--- src/rtl/cigar_rcs_pkg.sv ---
// shared types, codes and constants for the cigar run coalescer
// no dependencies; imported by every module of the block
`default_nettype none

package cigar_rcs_pkg;

   // port widths fixed by the transaction format
   localparam int LEN_W               = 32;
   localparam int MODE_W              = 2;
   localparam int FRAC_BITS           = 16;
   localparam int MUT_W               = FRAC_BITS + 1;
   localparam int LENGTH_BITS_DEFAULT = 32;
   localparam int QUEUE_DEPTH         = 4;

   // one in unsigned q1.16
   localparam logic [MUT_W-1:0] Q16_ONE = MUT_W'(1) << FRAC_BITS;

   // request codes
   localparam logic REQ_APPEND = 1'b0;
   localparam logic REQ_FINISH = 1'b1;

   // result codes
   localparam logic KIND_RUN   = 1'b0;
   localparam logic KIND_STATS = 1'b1;

   // operation codes, the fourth code is not an operation
   localparam logic [MODE_W-1:0] OP_MATCH = 2'd0;
   localparam logic [MODE_W-1:0] OP_INS   = 2'd1;
   localparam logic [MODE_W-1:0] OP_DEL   = 2'd2;

   // control part of one queued command
   typedef struct packed {
      logic                has_run;
      logic                has_stats;
      logic [MODE_W-1:0]   run_mode;
   } cmd_ctrl_type;

   localparam int CTRL_W = $bits(cmd_ctrl_type);

   // back end sequencer
   typedef enum logic [1:0] {
      BK_IDLE,
      BK_RUN_OUT,
      BK_STATS_OUT
   } bk_state_type;

endpackage

`default_nettype wire

--- src/rtl/cigar_rcs_frac_div.sv ---
// bit-serial fraction unit: floor(num * 2^16 / den) for num <= den
// depends on cigar_rcs_pkg
`default_nettype none

module cigar_rcs_frac_div
   import cigar_rcs_pkg::*;
#(
   parameter int LENGTH_BITS = LENGTH_BITS_DEFAULT
) (
   input  wire                      clock,
   input  wire                      reset,
   input  wire                      start,
   input  wire  [LENGTH_BITS-1:0]   num,
   input  wire  [LENGTH_BITS-1:0]   den,
   output logic                     busy,
   output logic [MUT_W-1:0]         quot
);

   localparam int STEPS  = FRAC_BITS + 1;
   localparam int STEP_W = $clog2(STEPS);

   logic                    busy_ff, busy_in;
   logic [STEP_W-1:0]       step_ff, step_in;
   logic [LENGTH_BITS-1:0]  rem_ff, rem_in;
   logic [LENGTH_BITS-1:0]  den_ff, den_in;
   logic [MUT_W-1:0]        quot_ff, quot_in;

   logic [LENGTH_BITS:0]    shifted;
   logic [LENGTH_BITS:0]    diff;
   logic                    take_bit;

   // one restoring step per cycle, the first step has no shift
   always_comb begin
      shifted  = (step_ff == '0) ? {1'b0, rem_ff} : {rem_ff, 1'b0};
      take_bit = (shifted >= {1'b0, den_ff});
      diff     = shifted - {1'b0, den_ff};
   end

   // next state
   always_comb begin
      busy_in = busy_ff;
      step_in = step_ff;
      rem_in  = rem_ff;
      den_in  = den_ff;
      quot_in = quot_ff;
      if (start) begin
         busy_in = 1'b1;
         step_in = '0;
         rem_in  = num;
         den_in  = den;
         quot_in = '0;
      end else if (busy_ff) begin
         rem_in  = take_bit ? diff[LENGTH_BITS-1:0] : shifted[LENGTH_BITS-1:0];
         quot_in = {quot_ff[MUT_W-2:0], take_bit};
         step_in = step_ff + STEP_W'(1);
         if (step_ff == STEP_W'(STEPS - 1)) begin
            busy_in = 1'b0;
         end
      end
   end

   // control registers
   always_ff @(posedge clock) begin
      if (reset) begin
         busy_ff <= 1'b0;
         step_ff <= '0;
      end else begin
         busy_ff <= busy_in;
         step_ff <= step_in;
      end
   end

   // datapath registers
   always_ff @(posedge clock) begin
      rem_ff  <= rem_in;
      den_ff  <= den_in;
      quot_ff <= quot_in;
   end

   assign busy = busy_ff;
   assign quot = (quot_ff > Q16_ONE) ? Q16_ONE : quot_ff;

endmodule

`default_nettype wire

--- src/rtl/cigar_rcs_queue.sv ---
// short command queue between the front and back ends
// depends on cigar_rcs_pkg
`default_nettype none

module cigar_rcs_queue
   import cigar_rcs_pkg::*;
#(
   parameter int WIDTH = CTRL_W
) (
   input  wire               clock,
   input  wire               reset,
   input  wire               push,
   input  wire  [WIDTH-1:0]  push_data,
   input  wire               pop,
   output logic [WIDTH-1:0]  pop_data,
   output logic              full,
   output logic              empty
);

   localparam int PTR_W = $clog2(QUEUE_DEPTH);
   localparam int CNT_W = $clog2(QUEUE_DEPTH + 1);

   logic [WIDTH-1:0] entry_ff [QUEUE_DEPTH];
   logic [PTR_W-1:0] wr_ptr_ff, wr_ptr_in;
   logic [PTR_W-1:0] rd_ptr_ff, rd_ptr_in;
   logic [CNT_W-1:0] count_ff, count_in;

   logic do_push;
   logic do_pop;

   assign do_push = push && !full;
   assign do_pop  = pop && !empty;

   // pointer and fill count update
   always_comb begin
      wr_ptr_in = wr_ptr_ff;
      rd_ptr_in = rd_ptr_ff;
      count_in  = count_ff;
      if (do_push) begin
         wr_ptr_in = (wr_ptr_ff == PTR_W'(QUEUE_DEPTH - 1)) ? '0 : wr_ptr_ff + PTR_W'(1);
      end
      if (do_pop) begin
         rd_ptr_in = (rd_ptr_ff == PTR_W'(QUEUE_DEPTH - 1)) ? '0 : rd_ptr_ff + PTR_W'(1);
      end
      if (do_push && !do_pop) begin
         count_in = count_ff + CNT_W'(1);
      end else if (do_pop && !do_push) begin
         count_in = count_ff - CNT_W'(1);
      end
   end

   always_ff @(posedge clock) begin
      if (reset) begin
         wr_ptr_ff <= '0;
         rd_ptr_ff <= '0;
         count_ff  <= '0;
      end else begin
         wr_ptr_ff <= wr_ptr_in;
         rd_ptr_ff <= rd_ptr_in;
         count_ff  <= count_in;
      end
   end

   // entry storage
   always_ff @(posedge clock) begin
      if (do_push) begin
         entry_ff[wr_ptr_ff] <= push_data;
      end
   end

   assign pop_data = entry_ff[rd_ptr_ff];
   assign full     = (count_ff == CNT_W'(QUEUE_DEPTH));
   assign empty    = (count_ff == '0);

   // fill count stays within the depth
   assert property (@(posedge clock) disable iff (reset)
      count_ff <= CNT_W'(QUEUE_DEPTH))
      else $error("queue fill count beyond depth");

endmodule

`default_nettype wire

--- src/rtl/cigar_rcs_front.sv ---
// front end: accepts transactions, merges runs, keeps saturating totals
// depends on cigar_rcs_pkg; feeds cigar_rcs_queue
`default_nettype none

module cigar_rcs_front
   import cigar_rcs_pkg::*;
#(
   parameter int LENGTH_BITS = LENGTH_BITS_DEFAULT
) (
   input  wire                      clock,
   input  wire                      reset,
   input  wire                      push,
   output logic                     full,
   input  wire                      req_type,
   input  wire  [LEN_W-1:0]         req_run_length,
   input  wire  [MODE_W-1:0]        req_op_mode,
   input  wire                      q_full,
   output logic                     q_push,
   output cmd_ctrl_type             q_ctrl,
   output logic [LENGTH_BITS-1:0]   q_run_len,
   output logic [LENGTH_BITS-1:0]   q_query,
   output logic [LENGTH_BITS-1:0]   q_target,
   output logic [LENGTH_BITS-1:0]   q_match
);

   localparam int WIDE = (LENGTH_BITS > LEN_W) ? LENGTH_BITS : LEN_W;
   localparam logic [WIDE-1:0] LEN_MAX_WIDE = WIDE'({LENGTH_BITS{1'b1}});

   logic [LENGTH_BITS-1:0] pend_len_ff, pend_len_in;
   logic [MODE_W-1:0]      pend_mode_ff, pend_mode_in;
   logic                   pend_valid_ff, pend_valid_in;
   logic [LENGTH_BITS-1:0] query_ff, query_in;
   logic [LENGTH_BITS-1:0] target_ff, target_in;
   logic [LENGTH_BITS-1:0] match_ff, match_in;

   logic [WIDE-1:0]        len_wide;
   logic [LENGTH_BITS-1:0] len_clamp;
   logic                   accept;
   logic                   mode_ok;
   logic                   run_ok;
   logic                   same_mode;

   function automatic logic [LENGTH_BITS-1:0] sat_add(
      input logic [LENGTH_BITS-1:0] a,
      input logic [LENGTH_BITS-1:0] b
   );
      logic [LENGTH_BITS:0] s;
      s = {1'b0, a} + {1'b0, b};
      return s[LENGTH_BITS] ? '1 : s[LENGTH_BITS-1:0];
   endfunction

   // clamp the incoming length to the internal maximum
   always_comb begin
      len_wide  = WIDE'(req_run_length);
      len_clamp = (len_wide > LEN_MAX_WIDE) ? '1 : len_wide[LENGTH_BITS-1:0];
   end

   // classify the transaction
   assign accept    = push && !q_full;
   assign mode_ok   = (req_op_mode == OP_MATCH) || (req_op_mode == OP_INS) ||
                      (req_op_mode == OP_DEL);
   assign run_ok    = (req_run_length != '0) && mode_ok;
   assign same_mode = pend_valid_ff && (pend_mode_ff == req_op_mode);

   // merge, count and build the command
   always_comb begin
      pend_len_in   = pend_len_ff;
      pend_mode_in  = pend_mode_ff;
      pend_valid_in = pend_valid_ff;
      query_in      = query_ff;
      target_in     = target_ff;
      match_in      = match_ff;
      q_push        = 1'b0;
      q_ctrl        = '{has_run: pend_valid_ff, has_stats: 1'b0, run_mode: pend_mode_ff};
      if (accept) begin
         if (req_type == REQ_APPEND) begin
            if (run_ok) begin
               if (req_op_mode != OP_DEL) begin
                  query_in = sat_add(query_ff, len_clamp);
               end
               if (req_op_mode != OP_INS) begin
                  target_in = sat_add(target_ff, len_clamp);
               end
               if (req_op_mode == OP_MATCH) begin
                  match_in = sat_add(match_ff, len_clamp);
               end
               if (same_mode) begin
                  pend_len_in = sat_add(pend_len_ff, len_clamp);
               end else begin
                  q_push        = pend_valid_ff;
                  pend_len_in   = len_clamp;
                  pend_mode_in  = req_op_mode;
                  pend_valid_in = 1'b1;
               end
            end
         end else begin
            q_push           = 1'b1;
            q_ctrl.has_stats = 1'b1;
            pend_len_in      = '0;
            pend_mode_in     = OP_MATCH;
            pend_valid_in    = 1'b0;
            query_in         = '0;
            target_in        = '0;
            match_in         = '0;
         end
      end
   end

   always_ff @(posedge clock) begin
      if (reset) begin
         pend_len_ff   <= '0;
         pend_mode_ff  <= OP_MATCH;
         pend_valid_ff <= 1'b0;
         query_ff      <= '0;
         target_ff     <= '0;
         match_ff      <= '0;
      end else begin
         pend_len_ff   <= pend_len_in;
         pend_mode_ff  <= pend_mode_in;
         pend_valid_ff <= pend_valid_in;
         query_ff      <= query_in;
         target_ff     <= target_in;
         match_ff      <= match_in;
      end
   end

   assign full      = q_full;
   assign q_run_len = pend_len_ff;
   assign q_query   = query_ff;
   assign q_target  = target_ff;
   assign q_match   = match_ff;

   // match total never exceeds either sequence total
   assert property (@(posedge clock) disable iff (reset)
      (match_ff <= query_ff) && (match_ff <= target_ff))
      else $error("match total above query or target total");

   // a pending run is never empty
   assert property (@(posedge clock) disable iff (reset)
      pend_valid_ff |-> (pend_len_ff != '0))
      else $error("pending run of zero length");

endmodule

`default_nettype wire

--- src/rtl/cigar_rcs_back.sv ---
// back end: emits run results and computes the statistics report
// depends on cigar_rcs_pkg and cigar_rcs_frac_div
`default_nettype none

module cigar_rcs_back
   import cigar_rcs_pkg::*;
#(
   parameter int LENGTH_BITS = LENGTH_BITS_DEFAULT
) (
   input  wire                      clock,
   input  wire                      reset,
   input  wire                      q_empty,
   output logic                     q_pop,
   input  cmd_ctrl_type             q_ctrl,
   input  wire  [LENGTH_BITS-1:0]   q_run_len,
   input  wire  [LENGTH_BITS-1:0]   q_query,
   input  wire  [LENGTH_BITS-1:0]   q_target,
   input  wire  [LENGTH_BITS-1:0]   q_match,
   output logic                     empty,
   input  wire                      pop,
   output logic                     rsp_item_kind,
   output logic [LEN_W-1:0]         rsp_out_run_length,
   output logic [MODE_W-1:0]        rsp_out_run_mode,
   output logic [LEN_W-1:0]         rsp_query_total,
   output logic [LEN_W-1:0]         rsp_target_total,
   output logic [LEN_W-1:0]         rsp_match_total,
   output logic [MUT_W-1:0]         rsp_mutability_q16,
   output logic                     rsp_zero_length_fault,
   output logic                     rsp_last_of_run
);

   localparam int WIDE = (LENGTH_BITS > LEN_W) ? LENGTH_BITS : LEN_W;

   bk_state_type           state_ff, state_in;
   cmd_ctrl_type           work_ctrl_ff, work_ctrl_in;
   logic [LENGTH_BITS-1:0] work_len_ff, work_len_in;
   logic [LENGTH_BITS-1:0] work_query_ff, work_query_in;
   logic [LENGTH_BITS-1:0] work_target_ff, work_target_in;
   logic [LENGTH_BITS-1:0] work_match_ff, work_match_in;

   logic                   out_valid_ff, out_valid_in;
   logic                   out_kind_ff, out_kind_in;
   logic [LEN_W-1:0]       out_len_ff, out_len_in;
   logic [MODE_W-1:0]      out_mode_ff, out_mode_in;
   logic [LEN_W-1:0]       out_query_ff, out_query_in;
   logic [LEN_W-1:0]       out_target_ff, out_target_in;
   logic [LEN_W-1:0]       out_match_ff, out_match_in;
   logic [MUT_W-1:0]       out_mut_ff, out_mut_in;
   logic                   out_fault_ff, out_fault_in;
   logic                   out_last_ff, out_last_in;

   logic                   slot_free;
   logic                   take;
   logic                   div_start;
   logic                   load_run;
   logic                   load_stats;
   logic                   busy_t, busy_q;
   logic                   div_busy;
   logic [MUT_W-1:0]       quot_t, quot_q;
   logic [MUT_W:0]         quot_sum;
   logic                   fault;
   logic [MUT_W-1:0]       mut;

   function automatic logic [LEN_W-1:0] to_port(input logic [LENGTH_BITS-1:0] v);
      logic [WIDE-1:0] w;
      w = WIDE'(v);
      return w[LEN_W-1:0];
   endfunction

   // m / target and m / query, started straight from the queue head
   cigar_rcs_frac_div #(
      .LENGTH_BITS (LENGTH_BITS)
   ) u_div_target (
      .clock (clock),
      .reset (reset),
      .start (div_start),
      .num   (q_match),
      .den   (q_target),
      .busy  (busy_t),
      .quot  (quot_t)
   );

   cigar_rcs_frac_div #(
      .LENGTH_BITS (LENGTH_BITS)
   ) u_div_query (
      .clock (clock),
      .reset (reset),
      .start (div_start),
      .num   (q_match),
      .den   (q_query),
      .busy  (busy_q),
      .quot  (quot_q)
   );

   assign div_busy  = busy_t || busy_q;
   assign slot_free = !out_valid_ff || pop;

   // mutability from the two fractions
   always_comb begin
      quot_sum = {1'b0, quot_t} + {1'b0, quot_q};
      fault    = (work_query_ff == '0) || (work_target_ff == '0);
      mut      = fault ? '0 : Q16_ONE - quot_sum[MUT_W:1];
   end

   // next state
   always_comb begin
      state_in = state_ff;
      unique case (state_ff)
         BK_IDLE: begin
            if (!q_empty) begin
               state_in = q_ctrl.has_run ? BK_RUN_OUT : BK_STATS_OUT;
            end
         end
         BK_RUN_OUT: begin
            if (slot_free) begin
               state_in = work_ctrl_ff.has_stats ? BK_STATS_OUT : BK_IDLE;
            end
         end
         BK_STATS_OUT: begin
            if (slot_free && !div_busy) begin
               state_in = BK_IDLE;
            end
         end
         default: begin
            state_in = BK_IDLE;
         end
      endcase
   end

   // sequencer outputs
   always_comb begin
      take       = 1'b0;
      load_run   = 1'b0;
      load_stats = 1'b0;
      unique case (state_ff)
         BK_IDLE:      take       = !q_empty;
         BK_RUN_OUT:   load_run   = slot_free;
         BK_STATS_OUT: load_stats = slot_free && !div_busy;
         default:      take       = 1'b0;
      endcase
      div_start = take && q_ctrl.has_stats;
      q_pop     = take;
   end

   // working copy of the command
   always_comb begin
      work_ctrl_in   = work_ctrl_ff;
      work_len_in    = work_len_ff;
      work_query_in  = work_query_ff;
      work_target_in = work_target_ff;
      work_match_in  = work_match_ff;
      if (take) begin
         work_ctrl_in   = q_ctrl;
         work_len_in    = q_run_len;
         work_query_in  = q_query;
         work_target_in = q_target;
         work_match_in  = q_match;
      end
   end

   // result register
   always_comb begin
      out_valid_in  = out_valid_ff && !pop;
      out_kind_in   = out_kind_ff;
      out_len_in    = out_len_ff;
      out_mode_in   = out_mode_ff;
      out_query_in  = out_query_ff;
      out_target_in = out_target_ff;
      out_match_in  = out_match_ff;
      out_mut_in    = out_mut_ff;
      out_fault_in  = out_fault_ff;
      out_last_in   = out_last_ff;
      if (load_run) begin
         out_valid_in  = 1'b1;
         out_kind_in   = KIND_RUN;
         out_len_in    = to_port(work_len_ff);
         out_mode_in   = work_ctrl_ff.run_mode;
         out_query_in  = '0;
         out_target_in = '0;
         out_match_in  = '0;
         out_mut_in    = '0;
         out_fault_in  = 1'b0;
         out_last_in   = !work_ctrl_ff.has_stats;
      end else if (load_stats) begin
         out_valid_in  = 1'b1;
         out_kind_in   = KIND_STATS;
         out_len_in    = '0;
         out_mode_in   = OP_MATCH;
         out_query_in  = to_port(work_query_ff);
         out_target_in = to_port(work_target_ff);
         out_match_in  = to_port(work_match_ff);
         out_mut_in    = mut;
         out_fault_in  = fault;
         out_last_in   = 1'b1;
      end
   end

   always_ff @(posedge clock) begin
      if (reset) begin
         state_ff     <= BK_IDLE;
         work_ctrl_ff <= '0;
         out_valid_ff <= 1'b0;
      end else begin
         state_ff     <= state_in;
         work_ctrl_ff <= work_ctrl_in;
         out_valid_ff <= out_valid_in;
      end
   end

   always_ff @(posedge clock) begin
      work_len_ff    <= work_len_in;
      work_query_ff  <= work_query_in;
      work_target_ff <= work_target_in;
      work_match_ff  <= work_match_in;
      out_kind_ff    <= out_kind_in;
      out_len_ff     <= out_len_in;
      out_mode_ff    <= out_mode_in;
      out_query_ff   <= out_query_in;
      out_target_ff  <= out_target_in;
      out_match_ff   <= out_match_in;
      out_mut_ff     <= out_mut_in;
      out_fault_ff   <= out_fault_in;
      out_last_ff    <= out_last_in;
   end

   assign empty                 = !out_valid_ff;
   assign rsp_item_kind         = out_kind_ff;
   assign rsp_out_run_length    = out_len_ff;
   assign rsp_out_run_mode      = out_mode_ff;
   assign rsp_query_total       = out_query_ff;
   assign rsp_target_total      = out_target_ff;
   assign rsp_match_total       = out_match_ff;
   assign rsp_mutability_q16    = out_mut_ff;
   assign rsp_zero_length_fault = out_fault_ff;
   assign rsp_last_of_run       = out_last_ff;

   // waiting on the report only for a command that asked for one
   assert property (@(posedge clock) disable iff (reset)
      (state_ff == BK_STATS_OUT) |-> work_ctrl_ff.has_stats)
      else $error("report state without a report command");

   // a new division never starts over a running one
   assert property (@(posedge clock) disable iff (reset)
      div_start |-> !div_busy)
      else $error("division started while busy");

endmodule

`default_nettype wire

--- src/rtl/cigar_run_coalescer_with_stats_unit.sv ---
// Run coalescer with alignment statistics. The front end takes one transaction
// per cycle while its four-entry command queue has room: appends merge and count
// in that cycle. For each completed run it emits, the back end takes the command
// when idle and loads the run once the output register is free. For a finish, the
// back end takes the command, then two bit-serial fraction units (one quotient bit
// per cycle) work out m/T and m/Q in parallel, and then it loads the report. A run
// flushed by the finish goes out before the report; the units keep working meanwhile.
// One output register holds the oldest result; the next transaction is accepted
// while it waits.
// depends on cigar_rcs_pkg, cigar_rcs_front, cigar_rcs_queue, cigar_rcs_back
`default_nettype none

module cigar_run_coalescer_with_stats_unit
   import cigar_rcs_pkg::*;
#(
   parameter int LENGTH_BITS = LENGTH_BITS_DEFAULT
) (
   input  wire                 clock,
   input  wire                 reset,
   input  wire                 push,
   output logic                full,
   input  wire                 req_type,
   input  wire  [LEN_W-1:0]    req_run_length,
   input  wire  [MODE_W-1:0]   req_op_mode,
   output logic                empty,
   input  wire                 pop,
   output logic                rsp_item_kind,
   output logic [LEN_W-1:0]    rsp_out_run_length,
   output logic [MODE_W-1:0]   rsp_out_run_mode,
   output logic [LEN_W-1:0]    rsp_query_total,
   output logic [LEN_W-1:0]    rsp_target_total,
   output logic [LEN_W-1:0]    rsp_match_total,
   output logic [MUT_W-1:0]    rsp_mutability_q16,
   output logic                rsp_zero_length_fault,
   output logic                rsp_last_of_run
);

   localparam int Q_W = CTRL_W + 4 * LENGTH_BITS;

   logic                   q_full;
   logic                   q_empty;
   logic                   q_push;
   logic                   q_pop;
   cmd_ctrl_type           f_ctrl;
   logic [LENGTH_BITS-1:0] f_run_len, f_query, f_target, f_match;
   cmd_ctrl_type           b_ctrl;
   logic [LENGTH_BITS-1:0] b_run_len, b_query, b_target, b_match;
   logic [Q_W-1:0]         q_wr_data;
   logic [Q_W-1:0]         q_rd_data;

   // front end
   cigar_rcs_front #(
      .LENGTH_BITS (LENGTH_BITS)
   ) u_front (
      .clock          (clock),
      .reset          (reset),
      .push           (push),
      .full           (full),
      .req_type       (req_type),
      .req_run_length (req_run_length),
      .req_op_mode    (req_op_mode),
      .q_full         (q_full),
      .q_push         (q_push),
      .q_ctrl         (f_ctrl),
      .q_run_len      (f_run_len),
      .q_query        (f_query),
      .q_target       (f_target),
      .q_match        (f_match)
   );

   // command queue
   assign q_wr_data = {f_ctrl, f_run_len, f_query, f_target, f_match};

   cigar_rcs_queue #(
      .WIDTH (Q_W)
   ) u_queue (
      .clock     (clock),
      .reset     (reset),
      .push      (q_push),
      .push_data (q_wr_data),
      .pop       (q_pop),
      .pop_data  (q_rd_data),
      .full      (q_full),
      .empty     (q_empty)
   );

   assign {b_ctrl, b_run_len, b_query, b_target, b_match} = q_rd_data;

   // back end
   cigar_rcs_back #(
      .LENGTH_BITS (LENGTH_BITS)
   ) u_back (
      .clock                 (clock),
      .reset                 (reset),
      .q_empty               (q_empty),
      .q_pop                 (q_pop),
      .q_ctrl                (b_ctrl),
      .q_run_len             (b_run_len),
      .q_query               (b_query),
      .q_target              (b_target),
      .q_match               (b_match),
      .empty                 (empty),
      .pop                   (pop),
      .rsp_item_kind         (rsp_item_kind),
      .rsp_out_run_length    (rsp_out_run_length),
      .rsp_out_run_mode      (rsp_out_run_mode),
      .rsp_query_total       (rsp_query_total),
      .rsp_target_total      (rsp_target_total),
      .rsp_match_total       (rsp_match_total),
      .rsp_mutability_q16    (rsp_mutability_q16),
      .rsp_zero_length_fault (rsp_zero_length_fault),
      .rsp_last_of_run       (rsp_last_of_run)
   );

endmodule

`default_nettype wire
--- config.mk ---
export PLATFORM = sky130hd
export DESIGN_NAME = cigar_run_coalescer_with_stats_unit
export DESIGN_NICKNAME = d
export VERILOG_FILES = /design/src/rtl/cigar_rcs_pkg.sv /design/src/rtl/cigar_rcs_frac_div.sv /design/src/rtl/cigar_rcs_queue.sv /design/src/rtl/cigar_rcs_front.sv /design/src/rtl/cigar_rcs_back.sv /design/src/rtl/cigar_run_coalescer_with_stats_unit.sv
export SDC_FILE = /design/constraint.sdc
export NUM_CORES = 2
export LEC_CHECK = 0
export BUFFER_PORTS_ARGS = -buffer_cell sky130_fd_sc_hd__clkbuf_2
export CAP_MARGIN = 20
export CORE_ASPECT_RATIO = 0.75
export CORE_MARGIN = 4
export CORE_UTILIZATION = 23
export CTS_CLUSTER_SIZE = 28
export DETAILED_ROUTE_END_ITERATION = 10
export GPL_ROUTABILITY_DRIVEN = 0
export PLACE_DENSITY = 0.43
export SLEW_MARGIN = 5
export SYNTH_ARGS = -nofsm -noshare
export SYNTH_HDL_FRONTEND = slang
export SYNTH_SLANG_ARGS = --single-unit
--- constraint.sdc ---
create_clock -name clock -period 7.7 [get_ports clock]
set_input_delay 0.77 -clock clock [delete_from_list [all_inputs] [get_ports clock]]
set_output_delay 0.77 -clock clock [all_outputs]
set_load 0.05 [all_outputs]
; ---- Yosys cells after proc, flatten, opt, wreduce, memory -nomap -nowiden
; Memories as Yosys holds them, arrays and structs flattened. A register that Yosys moved wholly into a read port is not among the register bits.
; Index checks and enable logic that the tools add are counted.
[op_classes]
addsub = 14
n_lt_le_gt_ge = 5
eq_ne = 16
mux = 71
reduce_logical = 46
[op_table]
columns = op, count
row1 = $mux W32, 25
row2 = $add A32 B32 Y33, 4
row3 = $ge A33 B32 Y1, 2
row4 = $mux W33, 2
row5 = $logic_not A32 Y1, 2
row6 = $sub A32 B32 Y32, 2
row7 = $mux W17, 3
row8 = $gt A17 B17 Y1 const B, 2
row9 = $gt A32 B32 Y1 const B, 1
row10 = $reduce_bool A32 Y1, 1
row11 = $mux W2, 14
row12 = $mux W1, 24
row13 = $add A17 B17 Y18, 1
row14 = $sub A17 B17 Y17 const A, 1
row15 = $reduce_bool A2 Y1, 8
row16 = $reduce_and A3 Y1, 5
row17 = $add A5 B1 Y5 const B, 2
row18 = $eq A5 B5 Y1 const B, 2
row19 = $logic_and A1 B1 Y1, 10
row20 = $logic_not A5 Y1, 2
row21 = $eq A2 B2 Y1 const B, 4
row22 = $logic_not A1 Y1, 8
row23 = $mux W3, 2
row24 = $ne A2 B1 Y1 const B, 3
row25 = 13 further kinds, 22
[totals]
regBits = 596
ramBits = 528
elab_cells = 189
mem_count = 1
[mem_list]
columns = name, words, word_bits, read_ports, rd_clocked_by_memory_dff, wr, line
row1 = u_queue.entry_ff, 4, 132, 1, 1, 1, cigar_rcs_queue.sv:23  ; logic [WIDTH-1:0] entry_ff [QUEUE_DEPTH];

; ---- Depth between registers and ports, before layout
[depth]
depth_word = 12
depth_mapped = 20
depth_no_buf = 19

; ---- Cells and area by module
; Synthesis repeated with hierarchy kept, for this count alone.
[unflattened]
cells_unflattened = 4448
area_unflattened_um2 = 53630.2
[by_module_without_submodules]
columns = module, n_inst, cells_each, area_per_inst_um2
row1 = cigar_rcs_queue, 1, 740, 19505.0
row2 = cigar_rcs_front, 1, 1545, 11552.3
row3 = cigar_rcs_back, 1, 908, 10646.5
row4 = cigar_rcs_frac_div at u_back.u_div_target, 1, 628, 5998.3
row5 = cigar_rcs_frac_div at u_back.u_div_query, 1, 627, 5928.2

; ---- Least setup slack after synthesis
; Ideal clock, no wire load.
[synth_path]
kind = register to register
startpoint = register u_queue.count_ff[0]
endpoint = register u_back.u_div_query.den_ff[0] (enable)
setup_ns = 0.453
arrival_time_ns = 6.178
path_slack_ns = 1.069
path_stages_with_launch = 10
path_buffers = 4
period_less_slack_ns = 6.631
cell_sequence = dfxtp_1 nor3_1 or3_1 clkbuf_1 inv_1 nand2b_1 clkbuf_1 inv_1 clkbuf_1 clkbuf_1
[synth_between]
elab_chain_cells = 4
[synth_lines]
columns = element, line
row1 = from (decl), cigar_rcs_queue.sv:26  ; logic [CNT_W-1:0] count_ff, count_in;
row2 = from (signal assigned), cigar_rcs_queue.sv:60  ; count_ff <= count_in;
row3 = $logic_not A3 Y1, cigar_rcs_queue.sv:73  ; assign empty = (count_ff == '0);
row4 = $logic_not A1 Y1, n/a
row5 = $mux W1, cigar_rcs_back.sv:135  ; unique case (state_ff)
row6 = via q_pop, cigar_run_coalescer_with_stats_unit.sv:43  ; logic q_pop;
row7 = $logic_and A1 B1 Y1, cigar_rcs_back.sv:141  ; div_start = take && q_ctrl.has_stats;
row8 = via u_back.div_start, cigar_rcs_back.sv:54  ; logic div_start;
row9 = to (signal assigned), cigar_rcs_frac_div.sv:76  ; den_ff <= den_in;
row10 = to (decl), cigar_rcs_frac_div.sv:25  ; logic [LENGTH_BITS-1:0] den_ff, den_in;
; The timed path passes the listed nets, and every way through them passes these cells.
; A chain may end at the register's enable or synchronous reset.

; ---- Worst setup path in the final report
[layout_path]
startpoint = register u_back.u_div_target.step_ff[0]
endpoint = register u_back.u_div_target.rem_ff[24], data pin
[layout_between]
elab_chain_cells = 6
word_cells_on_any_way = 7
classes_between = add/sub (1) / order compare (1) / mux (4) / reduce/logical (1)
[layout_lines]
columns = element, line
row1 = from (decl), cigar_rcs_frac_div.sv:23  ; logic [STEP_W-1:0] step_ff, step_in;
row2 = from (signal assigned), cigar_rcs_frac_div.sv:69  ; step_ff <= step_in;
row3 = $logic_not A5 Y1 (*), cigar_rcs_frac_div.sv:34  ; shifted = (step_ff == '0) ? {1'b0, rem_ff} : {rem_ff, 1'b0};
row4 = $mux W33 (*), cigar_rcs_frac_div.sv:34
row5 = $sub A32 B32 Y32 / $ge A33 B32 Y1 (equally long branches), "cigar_rcs_frac_div.sv:36, cigar_rcs_frac_div.sv:35"
row6 = $mux W32 (*), cigar_rcs_frac_div.sv:53  ; rem_in = take_bit ? diff[LENGTH_BITS-1:0] : shifted[LENGTH_BITS-1:0];
row7 = $mux W32 (*), cigar_rcs_frac_div.sv:52  ; end else if (busy_ff) begin
row8 = $mux W32 (*), cigar_rcs_frac_div.sv:46  ; if (start) begin
row9 = via u_back.u_div_target.rem_in[24], cigar_rcs_frac_div.sv:24  ; logic [LENGTH_BITS-1:0] rem_ff, rem_in;
row10 = to (signal assigned), cigar_rcs_frac_div.sv:75  ; rem_ff <= rem_in;
row11 = to (decl), cigar_rcs_frac_div.sv:24
; Mark *: on every way through the listed nets, which the timed path passes. The rest lies on a longest branch. The select of a mux whose other input is x is not followed.

==> results by group <==
Synth
  • Syn Nets: between 4000 and 5000
  • Library cells used by synthesis: 84
  • Flops & latches, synth: around 1100
  • Cell accounting for the most synthesized area: edfxtp_1
  • Post-synth EDFFs: ~820
  • Sequential-to-total area share from yosys stat: about three fifths
  • Synthesized area: roughly 52000 µm²
  • Most used DFF post-synth: edfxtp_1
  • Most common cell in the netlist: edfxtp_1
  • Instance count of the mapped netlist: a little over 4000
  • Area contributors post-synth: edfxtp_1 (47%), dfxtp_1 (12%), mux4_2 (5.7%)
  • Post-synth top area share: 47.3%
  • Asr flop ratio synth: 0%
  • Ys Warns: 0
  • Synth Area per Inst: about 13 µm²
  • Synth top cells by count: edfxtp_1 (819), nand2_1 (429), a21oi_1 (343), dfxtp_1 (307), nor2_1 (264)

Layout
  • Top reg by flops: u_queue.entry_ff
  • Fillers: approximately 23000
  • Area of the multi-input gates: between 20000 and 25000 µm²
  • Share of layout cells above drive strength 1: between 10% and 20%
  • Post-Layout Cell Count: between 7000 and 8000
  • Seq. cell area: about 31000 µm²
  • Layout area overhead: 17.4%
  • Nets: 4637
  • Max reg flops: about 530

CTS
  • Setup bufs post-CTS: 0
  • CTS tree: done
  • Root buffer cell: clkbuf_16
  • CTS Buf Count: about 140
  • Hold buffers post-CTS: 0
  • H-tree Lvls: 4
  • Max clock buf depth: 4
  • # resized after CTS: 0
  • Later-pin clock latency in the skew report: around 790 ps
  • Clock slew at reported path FFs: about 60 ps
  • Clock sink count: ~1100

Worst setup path
  • CP Capture Type: register
  • Worst path max stage delay: around 810 ps
  • Crit Path Max Fanout: 22
  • Critical path type: reg -> reg
  • Critical-path cell list: inv_1, ha_1, nand2_1, nor2_2, buf_4, mux2_2, ha_1, nor2b_1, o21a_1, o21ai_1, a21oi_1, o31ai_1, nand3_1, a2111o_1, a22o_1, a31oi_2, nor2_1, a221oi_1
  • Slowest-stage cell, CP: a31oi_2
  • Most frequent CP cell: ha_1
  • Worst EP arrival: 6310 ps
  • CP bufs+invs: 2
  • CP startpoint kind: register
  • Crit path max-delay family: compound AO/OA/AOI/OAI gates
  • Critical Path RT: ~8300 ps

Power and ir drop
  • Switching pwr: roughly 11000 µW
  • Internal Power: approximately 16000 µW
  • Flop pwr share: about a third
  • Clk network pwr share: 24.6%
  • Leakage: approximately 0.023 µW
  • Switch share: 39.4%
  • Power per cell area: about 440 nW/µm²
  • Combinational share of power: between 40% and 50%
  • Worst VDD drop: approximately 0.22 mV

GRT
  • Initial antenna violation count: 20
  • First-pass GRT wire length: 237 mm
  • Vias in the first global route: roughly 33000
  • Tot GR Track Use: roughly 14%
  • Largest net degree at the start of global routing: 73
  • Congestion Overflow GR: 0

Place
  • Placed cell count: between 7000 and 8000
  • I/O Buffers: 190
  • Post-DP HPWL: around 120 mm

Floorplanning
  • I/O pin total: 191
  • Die area: between 200000 and 250000 µm²
  • Rows: 150
  • Core area: 224000 µm²
  • Initial Util: 23.2%
  • Die X-Extent: between 500 and 600 µm
  • Die height: around 420 µm

STA
  • Hold_ws: approximately 390 ps
  • Worst clock skew: 46.4 ps
  • Relative slew slack: 29.5%
  • Slew Viols, Final: 0
  • Tmin final: roughly 5700 ps
  • # setup viols final: 0
  • Final Hold Fails: 0
  • Setup_tns: 0 ps
  • Fin crit share: 74.6%
  • Fmax achieved: 0.174 GHz
  • Unrepaired setup endpoints after global routing: false
  • Actual slew at the worst max-slew pin: 1050 ps

Routing
  • Wire per inst: 22.1 µm
  • # DRC: 0
  • First DRT Iteration DRCs: around 3200
  • Pre-Repair DR Iteration Count: 7
  • Remaining antenna violation count: 0
  • Routed WL: between 150 and 200 mm
  • Vias: between 30000 and 40000
  • Via density: 4.65

Min path
  • Hold Crit Class: in -> reg

Run status
  • Status: complete, no violations

Flow run
  • Max-cap viol count: 0
worst paths after layout:
check / from / endpoint / slack, ps / cells past startpoint
hold reg to reg: u_back.rsp_target_total[0]$_SDFFE_PP0P_ / u_back.rsp_target_total[0]$_SDFFE_PP0P_ / 450 / 2
setup reg to reg: u_back.u_div_target.step_ff[0]$_SDFFE_PP0P_ / u_back.u_div_target.rem_ff[24]$_DFFE_PP_ / 1950 / 18
setup / recovery: u_back.u_div_target.step_ff[0]$_SDFFE_PP0P_ / u_back.u_div_target.rem_ff[24]$_DFFE_PP_ / 1950 / 18
hold / removal: pop / u_back.out_valid_ff$_SDFF_PP0_ / 390 / 3
power by group through the flow:
stage / Sequential [µW] / Clock [µW] / Combinational, µW
floorplan: 9840 / 0 / 7120
finish: 9180 / 6600 / 11100
global placement: 9290 / 0 / 11100
CTS: 9190 / 6820 / 11100
global route: 9320 / 7070 / 12100
detailed placement: 9290 / 0 / 11100
metal layers:
metal	track usage (%)	wire, µm
met5	0	0
met4	2.85	3010
met3	3.43	12400
met2	18.5	64600
met1	21.6	84300
layout make-up:
type,instances,share of cell area (%)
sequential,1126,50.3
multi-input combinational,2721,33.1
clock buffer,186,6.23
tap,2964,6.07
timing repair buffer,243,2.29
clock inverter,53,1.12
inverter,141,0.879
antenna,5,0.0205
layout by cell type (no fill, tap or decap), drive strengths merged, types with 51 or more instances in the layout:
cell type	synthesis	layout
a21o	101	101
a21oi	343	343
and2	51	51
buf	30	54
clkbuf	141	375
dfxtp	307	307
edfxtp	819	819
ha	219	219
inv	141	147
mux2	64	64
mux2i	87	87
mux4	131	131
nand2	429	429
nor2	264	264
nor2b	63	63
nor3	55	55
o21ai	179	179
xnor2	119	119
xor2	65	65
stage by stage:
step	power [µW]	worst slack (ps)	util [%]	cell area (µm²)
5_1_grt	28500	1540	27.3	61100
3_5_place_dp	20400	2000	25.3	56600
2_1_floorplan	17000	1070	-	52000
4_1_cts	27200	1970	27.3	61100
6_report	26900	1950	27.3	61100
3_3_place_gp	20400	2160	25.3	56500
tightest hold or removal path, cell delays in order:
cell and delay (ps):
clkbuf_2 90, nand2b_1 160, a21oi_1 90
kinds of logic after synthesis:
kind of cell | count (synthesis) | share of synthesized area, %
adder cells (fa/ha/maj) | 227 | 5.57
AND/OR/NAND/NOR | 1086 | 9.66
flip-flops | 1126 | 59.1
AO/OA/AOI/OAI | 942 | 11.5
buffers and inverters | 312 | 2.31
XOR/XNOR | 184 | 3.10
multiplexers | 282 | 8.73
Note: power is estimated with default switching activity, not from simulation.
